**src/sv/cspwq_pkg.sv**
```systemverilog
// ----------------------------------------------------------------------------
// cspwq_pkg: shared types and constants of the counting semaphore
// Function and status codes, register indexes, and the cell-chain structs.
// ----------------------------------------------------------------------------
package cspwq_pkg;

   // wait list depth and derived widths
   localparam int MAX_TASKS = 16;
   localparam int TOTAL_W   = $clog2(MAX_TASKS + 1);

   // field widths
   localparam int ID_W     = 4;
   localparam int PRIO_W   = 8;
   localparam int COUNT_W  = 16;
   localparam int FUNC_W   = 2;
   localparam int STATUS_W = 3;

   // configuration port
   localparam int CSR_IDX_W = 8;
   localparam logic [CSR_IDX_W-1:0] REG_INITIAL_COUNT = CSR_IDX_W'(0);
   localparam logic [CSR_IDX_W-1:0] REG_COUNT_LIMIT   = CSR_IDX_W'(1);

   // stream word widths
   localparam int REQ_DATA_W = 16;
   localparam int REQ_USER_W = FUNC_W;
   localparam int RSP_DATA_W = 24;
   localparam int RSP_USER_W = STATUS_W + 1;

   typedef enum logic [FUNC_W-1:0] {
      FUNC_TAKE   = 2'd0,
      FUNC_GIVE   = 2'd1,
      FUNC_CANCEL = 2'd2,
      FUNC_NONE   = 2'd3
   } func_type;

   typedef enum logic [STATUS_W-1:0] {
      ST_OK       = 3'd0,
      ST_BLOCKED  = 3'd1,
      ST_TIMEOUT  = 3'd2,
      ST_OVERFLOW = 3'd3,
      ST_FULL     = 3'd4
   } status_type;

   // command broadcast to every cell
   typedef enum logic [1:0] {
      OP_HOLD   = 2'd0,
      OP_INSERT = 2'd1,
      OP_POP    = 2'd2,
      OP_REMOVE = 2'd3
   } cell_op_type;

   typedef struct packed {
      cell_op_type       op;
      logic [ID_W-1:0]   id;
      logic [PRIO_W-1:0] prio;
   } cell_cmd_type;

   // what one cell hands to its neighbors
   typedef struct packed {
      logic              stay;   // entry is ahead of the new task
      logic              found;  // a matching id sits here or earlier
      logic [ID_W-1:0]   id;
      logic [PRIO_W-1:0] prio;
   } cell_link_type;

endpackage

```
**src/sv/cspwq_cell.sv**
```systemverilog
// ----------------------------------------------------------------------------
// cspwq_cell: one slot of the sorted wait list
// Holds one waiter id and priority; shifts toward tail on insert and
// toward head on pop or remove, taking data from the matching neighbor.
// ----------------------------------------------------------------------------
module cspwq_cell (
   input  logic                     clock,
   input  cspwq_pkg::cell_cmd_type  cmd,
   input  logic                     occupied,
   input  cspwq_pkg::cell_link_type left_link,
   input  cspwq_pkg::cell_link_type right_link,
   output cspwq_pkg::cell_link_type link
);

   logic [cspwq_pkg::ID_W-1:0]   id_ff, id_in;
   logic [cspwq_pkg::PRIO_W-1:0] prio_ff, prio_in;
   logic                         stay;
   logic                         match;

   // equal priority stays ahead, so arrival order is kept
   assign stay  = occupied && (prio_ff <= cmd.prio);
   assign match = occupied && (id_ff == cmd.id);

   assign link.stay  = stay;
   assign link.found = left_link.found | match;
   assign link.id    = id_ff;
   assign link.prio  = prio_ff;

   // next slot contents
   always_comb begin
      id_in   = id_ff;
      prio_in = prio_ff;
      case (cmd.op)
         cspwq_pkg::OP_INSERT: begin
            if (!stay) begin
               if (left_link.stay) begin
                  id_in   = cmd.id;
                  prio_in = cmd.prio;
               end else begin
                  id_in   = left_link.id;
                  prio_in = left_link.prio;
               end
            end
         end
         cspwq_pkg::OP_POP: begin
            id_in   = right_link.id;
            prio_in = right_link.prio;
         end
         cspwq_pkg::OP_REMOVE: begin
            if (left_link.found || match) begin
               id_in   = right_link.id;
               prio_in = right_link.prio;
            end
         end
         default: begin
         end
      endcase
   end

   // slot payload, no reset
   always_ff @(posedge clock) begin
      id_ff   <= id_in;
      prio_ff <= prio_in;
   end

endmodule

```
**src/sv/counting_semaphore_priority_waitq_unit.sv**
```systemverilog
// Response: an accepted request word has its response registered and shown in the cycle after.
// Throughput: one request per cycle unless a response stalls; all cells shift together.
// The cancel search ripples a found flag through the MAX_TASKS cells.
// Reset: count 0, initial_count 0, count limit 1, wait list empty; list slots are not cleared.
// ----------------------------------------------------------------------------
// counting_semaphore_priority_waitq_unit: counting semaphore with wait list
// Keeps the count and a priority-sorted chain of waiting tasks; take, give
// and cancel requests each return one response word.
// ----------------------------------------------------------------------------
module counting_semaphore_priority_waitq_unit (
   input  logic                                clock,
   input  logic                                reset,
   // request channel
   input  logic                                req_tvalid,
   output logic                                req_tready,
   // tdata: task_id[3:0], task_priority[11:4], may_wait[12], zero fill
   input  logic [cspwq_pkg::REQ_DATA_W-1:0]    req_tdata,
   // tuser: func[1:0]
   input  logic [cspwq_pkg::REQ_USER_W-1:0]    req_tuser,
   // response channel
   output logic                                rsp_tvalid,
   input  logic                                rsp_tready,
   // tdata: woken_task[3:0], count_now[19:4], zero fill
   output logic [cspwq_pkg::RSP_DATA_W-1:0]    rsp_tdata,
   // tuser: status[2:0], woken_valid[3]
   output logic [cspwq_pkg::RSP_USER_W-1:0]    rsp_tuser,
   // configuration write channel
   input  logic                                csr_valid,
   output logic                                csr_ready,
   input  logic [cspwq_pkg::CSR_IDX_W-1:0]     csr_index,
   input  logic [cspwq_pkg::COUNT_W-1:0]       csr_data
);

   localparam int N = cspwq_pkg::MAX_TASKS;

   // request fields
   cspwq_pkg::func_type                func;
   logic [cspwq_pkg::ID_W-1:0]         req_id;
   logic [cspwq_pkg::PRIO_W-1:0]       req_prio;
   logic                               req_may_wait;
   logic                               accept;

   assign func         = cspwq_pkg::func_type'(req_tuser[cspwq_pkg::FUNC_W-1:0]);
   assign req_id       = req_tdata[3:0];
   assign req_prio     = req_tdata[11:4];
   assign req_may_wait = req_tdata[12];

   // state
   logic [cspwq_pkg::COUNT_W-1:0]  init_ff, init_in;
   logic [cspwq_pkg::COUNT_W-1:0]  max_ff, max_in;
   logic [cspwq_pkg::COUNT_W-1:0]  count_ff, count_in;
   logic [cspwq_pkg::TOTAL_W-1:0]  total_ff, total_in;

   // response register
   logic                           rsp_valid_ff, rsp_valid_in;
   cspwq_pkg::status_type          status_ff, status_in;
   logic                           woken_valid_ff, woken_valid_in;
   logic [cspwq_pkg::ID_W-1:0]     woken_task_ff, woken_task_in;
   logic [cspwq_pkg::COUNT_W-1:0]  count_out_ff;

   // cell chain
   cspwq_pkg::cell_cmd_type        cmd;
   cspwq_pkg::cell_link_type       links [N];
   cspwq_pkg::cell_link_type       head_link;
   cspwq_pkg::cell_link_type       tail_link;
   logic [N-1:0]                   occupied;
   logic                           list_full;
   logic                           list_empty;

   assign req_tready = !rsp_valid_ff || rsp_tready;
   assign accept     = req_tvalid && req_tready;
   assign csr_ready  = 1'b1;

   // head takes the new task when it is not ahead; nothing found before it
   assign head_link = '{stay: 1'b1, found: 1'b0, id: '0, prio: '0};
   assign tail_link = '{stay: 1'b0, found: 1'b0, id: '0, prio: '0};

   assign list_full  = (total_ff == cspwq_pkg::TOTAL_W'(N));
   assign list_empty = (total_ff == '0);

   genvar k;
   generate
      for (k = 0; k < N; k++) begin : g_cell
         cspwq_pkg::cell_link_type left_l;
         cspwq_pkg::cell_link_type right_l;

         assign occupied[k] = (cspwq_pkg::TOTAL_W'(k) < total_ff);

         if (k == 0) begin : g_head
            assign left_l = head_link;
         end else begin : g_left
            assign left_l = links[k-1];
         end
         if (k == N - 1) begin : g_tail
            assign right_l = tail_link;
         end else begin : g_right
            assign right_l = links[k+1];
         end

         cspwq_cell u_cell (
            .clock      (clock),
            .cmd        (cmd),
            .occupied   (occupied[k]),
            .left_link  (left_l),
            .right_link (right_l),
            .link       (links[k])
         );
      end
   endgenerate

   // request decode
   always_comb begin
      cmd.op         = cspwq_pkg::OP_HOLD;
      cmd.id         = req_id;
      cmd.prio       = req_prio;
      count_in       = count_ff;
      total_in       = total_ff;
      status_in      = cspwq_pkg::ST_OK;
      woken_valid_in = 1'b0;
      woken_task_in  = '0;
      case (func)
         cspwq_pkg::FUNC_TAKE: begin
            if (count_ff != '0) begin
               count_in = count_ff - 1'b1;
            end else if (!req_may_wait) begin
               status_in = cspwq_pkg::ST_TIMEOUT;
            end else if (list_full) begin
               status_in = cspwq_pkg::ST_FULL;
            end else begin
               cmd.op    = cspwq_pkg::OP_INSERT;
               total_in  = total_ff + 1'b1;
               status_in = cspwq_pkg::ST_BLOCKED;
            end
         end
         cspwq_pkg::FUNC_GIVE: begin
            if (!list_empty) begin
               cmd.op         = cspwq_pkg::OP_POP;
               total_in       = total_ff - 1'b1;
               woken_valid_in = 1'b1;
               woken_task_in  = links[0].id;
            end else if (count_ff < max_ff) begin
               count_in = count_ff + 1'b1;
            end else begin
               status_in = cspwq_pkg::ST_OVERFLOW;
            end
         end
         cspwq_pkg::FUNC_CANCEL: begin
            status_in = cspwq_pkg::ST_TIMEOUT;
            cmd.op    = cspwq_pkg::OP_REMOVE;
            if (links[N-1].found) begin
               total_in = total_ff - 1'b1;
            end
         end
         default: begin
         end
      endcase
      if (!accept) begin
         cmd.op = cspwq_pkg::OP_HOLD;
      end
   end

   // configuration values; a zero count limit reads as one
   always_comb begin
      init_in = init_ff;
      max_in  = max_ff;
      if (csr_valid) begin
         case (csr_index)
            cspwq_pkg::REG_INITIAL_COUNT: init_in = csr_data;
            cspwq_pkg::REG_COUNT_LIMIT: max_in = (csr_data == '0) ?
                                                 cspwq_pkg::COUNT_W'(1) : csr_data;
            default: begin
            end
         endcase
      end
   end

   assign rsp_valid_in = accept ? 1'b1 : (rsp_valid_ff && !rsp_tready);

   // semaphore state
   always_ff @(posedge clock) begin
      if (reset) begin
         init_ff  <= '0;
         max_ff   <= cspwq_pkg::COUNT_W'(1);
         count_ff <= '0;
         total_ff <= '0;
      end else if (csr_valid && ((csr_index == cspwq_pkg::REG_INITIAL_COUNT) ||
                                 (csr_index == cspwq_pkg::REG_COUNT_LIMIT))) begin
         init_ff  <= init_in;
         max_ff   <= max_in;
         count_ff <= (init_in > max_in) ? max_in : init_in;
      end else if (accept) begin
         count_ff <= count_in;
         total_ff <= total_in;
      end
   end

   // response word
   always_ff @(posedge clock) begin
      if (reset) begin
         rsp_valid_ff <= 1'b0;
      end else begin
         rsp_valid_ff <= rsp_valid_in;
      end
   end

   always_ff @(posedge clock) begin
      if (accept) begin
         status_ff      <= status_in;
         woken_valid_ff <= woken_valid_in;
         woken_task_ff  <= woken_task_in;
         count_out_ff   <= count_in;
      end
   end

   assign rsp_tvalid = rsp_valid_ff;
   assign rsp_tdata  = {4'b0000, count_out_ff, woken_task_ff};
   assign rsp_tuser  = {woken_valid_ff, status_ff};

`ifndef SYNTHESIS
   // list fill never passes the chain length
   a_total_bound: assert property (@(posedge clock) disable iff (reset)
      total_ff <= cspwq_pkg::TOTAL_W'(N))
      else $error("wait list fill beyond chain length");

   // count always clamped to the limit
   a_count_bound: assert property (@(posedge clock) disable iff (reset)
      count_ff <= max_ff)
      else $error("count above count limit");

   // a woken task only comes with an ok status
   a_woken_ok: assert property (@(posedge clock) disable iff (reset)
      (rsp_valid_ff && woken_valid_ff) |-> (status_ff == cspwq_pkg::ST_OK))
      else $error("woken task with non-ok status");

   // a blocked take grows the list by one
   a_block_grow: assert property (@(posedge clock) disable iff (reset)
      (accept && (status_in == cspwq_pkg::ST_BLOCKED) && !csr_valid)
      |=> (total_ff == $past(total_ff) + 1'b1))
      else $error("blocked take did not enqueue");

   // the head waiter's priority value is no greater than that of the second waiter
   a_head_order: assert property (@(posedge clock) disable iff (reset)
      (total_ff > cspwq_pkg::TOTAL_W'(1)) |-> (links[0].prio <= links[1].prio))
      else $error("wait list head out of order");
`endif

endmodule

```
**config.mk**
```make
export PLATFORM = sky130hd
export DESIGN_NAME = counting_semaphore_priority_waitq_unit
export DESIGN_NICKNAME = d
export VERILOG_FILES = /design/src/sv/cspwq_pkg.sv /design/src/sv/cspwq_cell.sv /design/src/sv/counting_semaphore_priority_waitq_unit.sv
export SDC_FILE = /design/constraint.sdc
export NUM_CORES = 1
export LEC_CHECK = 0
export ABC_AREA = 1
export BUFFER_PORTS_ARGS = -buffer_cell sky130_fd_sc_hd__buf_4
export CORE_AREA = 3 3 186 188
export CTS_BUF_LIST = sky130_fd_sc_hd__clkbuf_4
export DETAILED_ROUTE_END_ITERATION = 6
export DIE_AREA = 0 0 189 191
export PLACE_DENSITY = 0.79
export SYNTH_ARGS = -nofsm -noshare
export SYNTH_HDL_FRONTEND = slang
export SYNTH_SLANG_ARGS = --single-unit
```
**constraint.sdc**
```tcl
create_clock -name clock -period 3.25 [get_ports clock]
set_clock_uncertainty 0.1 [all_clocks]
set_input_delay 0.1625 -clock clock [delete_from_list [all_inputs] [get_ports clock]]
set_output_delay 0.1625 -clock clock [all_outputs]
set_load 0.05 [all_outputs]
```
==> results.ini, run 1 <==
[flow_run]
cap_violations=0

[grt]
grt_remaining_overflow=0
grt_first_pass_wirelength_mm=94.2
antenna_found_initial=1
first_global_vias=18300
track_usage_pct=32.3
grt_max_degree=141

[die]
start_util_pct=58.1
rows=67
die_w_um=189
fp.dieH_um=191
core_area_mm2=0.0333
ios=78
dieArea_mm2=0.0361

[routing]
drc=0
routedWlPerCell_um=18.3
drt_first_pass_iters=7
vias=19100
avgViaCountPerCell=5.95
ant_nets=0
routed_wl_mm=58.8
drtIter0Drc=2284

[yosys]
yosysMostFrequentCell=nand2_1
ys_seq_area_share_pct=39.1
ys_ff_latch=270
synth_area_leaders=edfxtp_1 (34%), nand2_1 (12%), ha_1 (11%)
syn_area_mm2=0.0193
avgSynthCellArea_um2=7.67
synthFlopType=edfxtp_1
synth_edf_count=216
ys_warn_count=0
synthDistinctLibCells=48
synth_commonest_cells=nand2_1 (602), nor2_1 (316), edfxtp_1 (216)
synthCells=2521
synth_top_area_cell=edfxtp_1
synth_top_area_share_pct=33.5
async_flop_share_pct=0

[worst_setup_path]
worstSetupEndpointType=register
cp_cell_sequence=dlygate4sd3_1 -> buf_4 -> nor2_4 -> inv_1 -> nor3_4 -> and2_4 -> nand2_1 -> dlygate4sd3_1 -> o21ai_1 -> inv_1 -> ha_1 -> nand2_1 -> o21bai_1 -> nand3_1 -> nand2_1 -> nand2_2 -> nand2_1 -> buf_12 -> nand2_1 -> nand3_1 -> nand2_1 -> a21oi_1 -> nor2_1
cp-start-kind=input pin
critPathKind=input pin to register
rr_worst_depth=12
slowest_delay_ps=570
cpMaxStageDelayCell=dlygate4sd3_1
crit_top_cell=nand2_1
worst-endpoint-arrival_ps=3620
critical_path_required_ps=3790
cp_max_fo=16

[clock_tree]
clk_pin_slew_ps=60
clock_latency_ps=760
cts_max_path_buffers=3
cts_tree=built
cts_sinks=270
numCtsBuffers=77
ctsRootBufferMaster=clkbuf_4
htree_levels=3

[sta]
slew_headroom_pct=47.0
fin_hold_ws_ps=121
slew_viol_final=0
setup_ws_ps=167
setup_viol=0
min_period_over_period_pct=94.9
worst_pin_slew_ps=795
max_freq_mhz=324
finalSetupTns_ps=0
fin_crit_ps=3080
hold_viol=0

[power_and_ir_drop]
peakVddDrop_v=0.000282
leakage_nw=10.2
cellPowerDensity_mw_per_mm2=460

[final_layout]
fin_nets=2928
finalCoreUtilization_pct=67.0
instances_no_fill=3209
area_growth_pct=15.4
drive_above_1_share_pct=12.7

[place]
hpwlAfterDp_mm=42.9
numPortBuffers=69
post-place-ws_ps=137
gp_congestion=0.985
dp.cells=3031

[run_status]
status=complete, no violations

[min_path]
min_path_cells=7
hold_path_class=input pin to register

-- sequential cells by signal (all words and copies together) (netlist names) --
| signal | flops |
|---|---|
| woken_task_ff | 4 |
| woken_valid_ff | 1 |
| count_ff | 16 |
| g_cell.u_cell.id_ff | 64 |
| total_ff | 5 |
| g_cell.u_cell.prio_ff | 128 |
| max_ff | 16 |
| init_ff | 16 |
| rsp_tvalid | 1 |
| count_out_ff | 16 |
| status_ff | 3 |
-- routing by layer --
| metal | routed length [um] | vias to the layer above | track usage [%] |
|---|---|---|---|
| met5 | 0 | - | 0 |
| met3 | 5850 | 177 | 5.39 |
| li1 | - | 9046 | - |
| met2 | 26400 | 1042 | 51.6 |
| met4 | 2270 | 0 | 13.9 |
| met1 | 24300 | 8839 | 43.6 |
-- final cells by class --
| class | instances | area (um2) |
|---|---|---|
| fill | 2710 | 11000 |
| multi-input combinational | 1899 | 10300 |
| sequential | 270 | 7570 |
| timing repair buffer | 236 | 2030 |
| inverter | 227 | 860 |
| clock buffer | 114 | 856 |
| tap | 448 | 561 |
| clock inverter | 14 | 106 |
| antenna | 1 | 2.50 |
-- critical path, delay by kind of cell --
kind	cells	cell delay (ps)
buffers and inverters	6	1570
and+or+nand+nor	13	1270
adders and majority gates	1	290
AOI/OAI and AO/OA	3	330
-- report_power, final --
part	internal (W)	switching (W)	total (W)
sequential	0.00412	0.000227	0.00435
clock	0.00174	0.00152	0.00326
combinational	0.000918	0.00173	0.00265
total	0.00678	0.00347	0.0103
-- kinds of logic (layout without fill, tap and decap cells) --
logic type,Yosys count,after routing,synth area share [%]
multiplexers,1,1,0.0518
buffers and inverters,355,591,7.72
adder cells (fa/ha/maj),170,170,11.0
AO/OA/AOI/OAI,486,486,14.1
AND/OR/NAND/NOR,1180,1180,25.4
flip-flops,270,270,39.1
XOR/XNOR,57,57,2.58
other,2,6,0.0388
-- cells in the final DEF, fill, tap and decap left out, drive strengths merged --
cell         instances
a211oi               2
a21oi              147
a221oi               1
a31oi              137
and2                 2
buf                189
bufinv               2
clkbuf             114
clkinv              16
conb                 5
dfxtp               54
diode                1
dlygate4sd3         47
edfxtp             216
ha                 170
inv                223
mux2i                1
nand2              608
nand3              179
nand4               42
nor2               323
nor3                16
nor4                 6
o2111ai              1
o211ai              20
o21a                10
o21ai              158
o21bai               1
o221ai               4
o22ai                4
o32ai                1
or2                  4
xnor2               24
xor2                33
-- through the flow --
stage | area, um2 | power, W
floorplan | 19400 | 0.00610
global placement | 20800 | 0.00683
detailed placement | 20800 | 0.00695
CTS | 22300 | 0.0102
global route | 22300 | 0.0108
finish | 22300 | 0.0103
-- timing repair --
action | CTS | global route
resized for setup | 0 | 11
buffers inserted | 0 | 2
setup endpoints to repair | 0 | 30
hold endpoints to repair | 180 | 0
hold buffers | 47 | 0
-- path summary, 6_finish.rpt --
check,slack (ps),to,start
worst min register to register,490,total_ff[1],total_ff[1]
worst min-delay path,120,max_ff[1],csr_index[3]
worst max register to register,200,g_cell[13].u_cell.prio_ff[2],total_ff[1]
worst max-delay path,170,count_ff[0],csr_index[1]
No activity file was read; power rests on OpenSTA's default activity.
==> run 2, diff against run 1 <==
--- a/config.mk
+++ b/config.mk
@@ -11,7 +11,7 @@
 export CTS_BUF_LIST = sky130_fd_sc_hd__clkbuf_4
 export DETAILED_ROUTE_END_ITERATION = 6
 export DIE_AREA = 0 0 189 191
-export PLACE_DENSITY = 0.79
+export PLACE_DENSITY_LB_ADDON = 0.3
 export SYNTH_ARGS = -nofsm -noshare
 export SYNTH_HDL_FRONTEND = slang
 export SYNTH_SLANG_ARGS = --single-unit
==> run 2 against run 1 <==
The run now ends with DRC left. Non-clock buffer count increased by 22. Via count increased by 0.42%. Clock-buffer cell count increased by 1. Cell count increased by 0.78%. Register-to-register slack improved by 140 ps. Setup slack got worse by 60 ps. Die area unchanged. Critical path depth increased by 2.
==> results.ini, run 2 (synthesis results as in run 1) <==
[clock_tree]
cts_sinks=270  ; unchanged
ctsRootBufferMaster=clkbuf_4  ; unchanged
cts_tree=built  ; unchanged
cts_max_path_buffers=3  ; unchanged
numCtsBuffers=77  ; unchanged
clk_pin_slew_ps=60  ; about the same
htree_levels=3  ; unchanged
clock_latency_ps=750  ; was 760 ps

[die]
core_area_mm2=0.0333  ; unchanged
start_util_pct=58.1  ; unchanged
fp.dieH_um=191  ; unchanged
die_w_um=189  ; unchanged
dieArea_mm2=0.0361  ; unchanged
rows=67  ; unchanged
ios=78  ; unchanged

[worst_setup_path]
critPathKind=input pin to register  ; unchanged
worstSetupEndpointType=register  ; unchanged
worst-endpoint-arrival_ps=3710  ; was 3620 ps
reg2reg_slack_ps=340  ; was 200 ps
cp_max_fo=16  ; unchanged
cp-start-kind=input pin  ; unchanged
rr_startpoint=total_ff[3]  ; was total_ff[1]
startpoint=csr_index[1]  ; unchanged
critical_path_required_ps=3820  ; was 3790 ps

[sta]
slew_viol_final=0  ; unchanged
max_freq_mhz=318  ; was 324 MHz
fin_hold_ws_ps=84.8  ; was 121 ps
hold_viol=0  ; unchanged
slew_headroom_pct=51.1  ; was 47.0%
setup_ws_ps=107  ; was 167 ps
finalSetupTns_ps=0  ; unchanged
worst_pin_slew_ps=733  ; was 795 ps
fin_crit_ps=3140  ; was 3080 ps
min_period_over_period_pct=96.7  ; was 94.9%
setup_viol=0  ; unchanged

[place]
gp_congestion=0.959  ; was 0.985
numPortBuffers=69  ; unchanged
post-place-ws_ps=37.9  ; was 137 ps
hpwlAfterDp_mm=43.1  ; was 42.9 mm

[grt]
antenna_found_initial=1  ; unchanged
grt_first_pass_wirelength_mm=94.2  ; about the same
track_usage_pct=32.2  ; was 32.3%
first_global_vias=18400  ; was 18300
grt_remaining_overflow=0  ; unchanged
grt_max_degree=170  ; was 141

[final_layout]
fin_nets=2950  ; was 2928
largest_reg_flops=128  ; unchanged
regMostFlops=g_cell.u_cell.prio_ff  ; unchanged
num-fill-cells=2772  ; was 2710
drive_above_1_share_pct=13.6  ; was 12.7%
layout_common_cells=nand2_1 (600), nor2_1 (312), edfxtp_1 (216)  ; was nand2_1 (601), nor2_1 (313), edfxtp_1 (216)
reg.largest.list=g_cell.u_cell.prio_ff x128, g_cell.u_cell.id_ff x64  ; unchanged
area_growth_pct=16.3  ; was 15.4%
final_common_cell=nand2_1  ; unchanged
finalCoreUtilization_pct=67.6  ; was 67.0%

[power_and_ir_drop]
cellPowerDensity_mw_per_mm2=463  ; was 460 mW/mm2
peakVddDrop_v=0.000361  ; was 0.000282 V
leakage_nw=10.3  ; was 10.2 nW
power.total_w=0.0104  ; was 0.0103 W

[run_status]
status=finished, violations left  ; was complete, no violations
violations=DRC

[routing]
ant_nets=0  ; unchanged
drc=1  ; was 0
routedWlPerCell_um=18.3  ; about the same
avgViaCountPerCell=5.93  ; was 5.95
drt_first_pass_iters=7  ; unchanged
routed_wl_mm=59.2  ; was 58.8 mm
drtIter0Drc=2448  ; was 2284
vias=19200  ; was 19100

[flow_run]
cap_violations=0  ; unchanged

[min_path]
hold_path_class=input pin to register  ; unchanged
worstHoldStart=csr_index[2]  ; was csr_index[3]

-- run 2: cell count changes in the layout (fill, tap and decap cells not counted), sizes merged --
cell         change
buf             +23
bufinv           +1
clkbuf           +1
dlygate4sd3      -1
inv              +1
-- run 2: critical path: stages --
cell and delay [ps]:
dlygate4sd3_1 540, buf_4 120, nor2_4 40, dlygate4sd3_1 550
nand2_1 120, inv_2 80, buf_4 150, or2_2 290
nand2_2 90, inv_1 50, ha_1 170, nor2_1 100
nor2_1 40, o21ai_0 160, nand2_1 70, nand3_1 70
nand2_1 70, nand2_2 100, nand2_1 100, buf_12 160
nand2_1 50, nand3_1 120, nand2_1 90, inv_1 60
a21oi_1 150
-- run 2: metal layers --
layer  global-route usage (%)  share of wire (%)
met5                        0                  0
met4                     11.9                3.0
met3                     5.41                9.9
met2                     51.1                 45
met1                     44.4                 42
-- run 2: final timing paths --
kind	to	cells past startpoint
setup / recovery	count_ff[7]	25
hold / removal	count_ff[10]	8
setup reg to reg	g_cell[14].u_cell.prio_ff[7]	11
hold reg to reg	total_ff[2]	2
-- run 2: repair_timing --
item / 4_1_cts / 5_1_grt
endpoints found under the setup margin: 0 / 28
hold endpoints to repair: 197 / 0
hold buffers: 46 / 0
gates resized for setup: 0 / 11
setup buffers: 0 / 2
-- run 2: cell type report --
cell class	count	area [um2]	area share, %
multi-input combinational	1899	10300	46.0
antenna	1	2.50	0.0111
inverter	227	860	3.82
clock buffer	115	863	3.84
tap	448	561	2.49
sequential	270	7570	33.7
timing repair buffer	258	2140	9.51
clock inverter	16	144	0.640
-- run 2: per-stage QoR --
| stage | cell area [um2] | instances |
|---|---|---|
| 2_1_floorplan | 19400 | 2524 |
| 3_3_place_gp | 21000 | 3054 |
| 3_5_place_dp | 21000 | 3054 |
| 4_1_cts | 22400 | 3231 |
| 5_1_grt | 22500 | 3234 |
| 6_report | 22500 | 3234 |
-- run 2: report_power, final --
group / switching, W / internal (W) / total [W] / leakage [nW]
clock: 0.00155 / 0.00184 / 0.00340 / 0.602
sequential: 0.000204 / 0.00412 / 0.00433 / 2.47
combinational: 0.00174 / 0.000939 / 0.00268 / 7.21
total: 0.00350 / 0.00691 / 0.0104 / 10.3
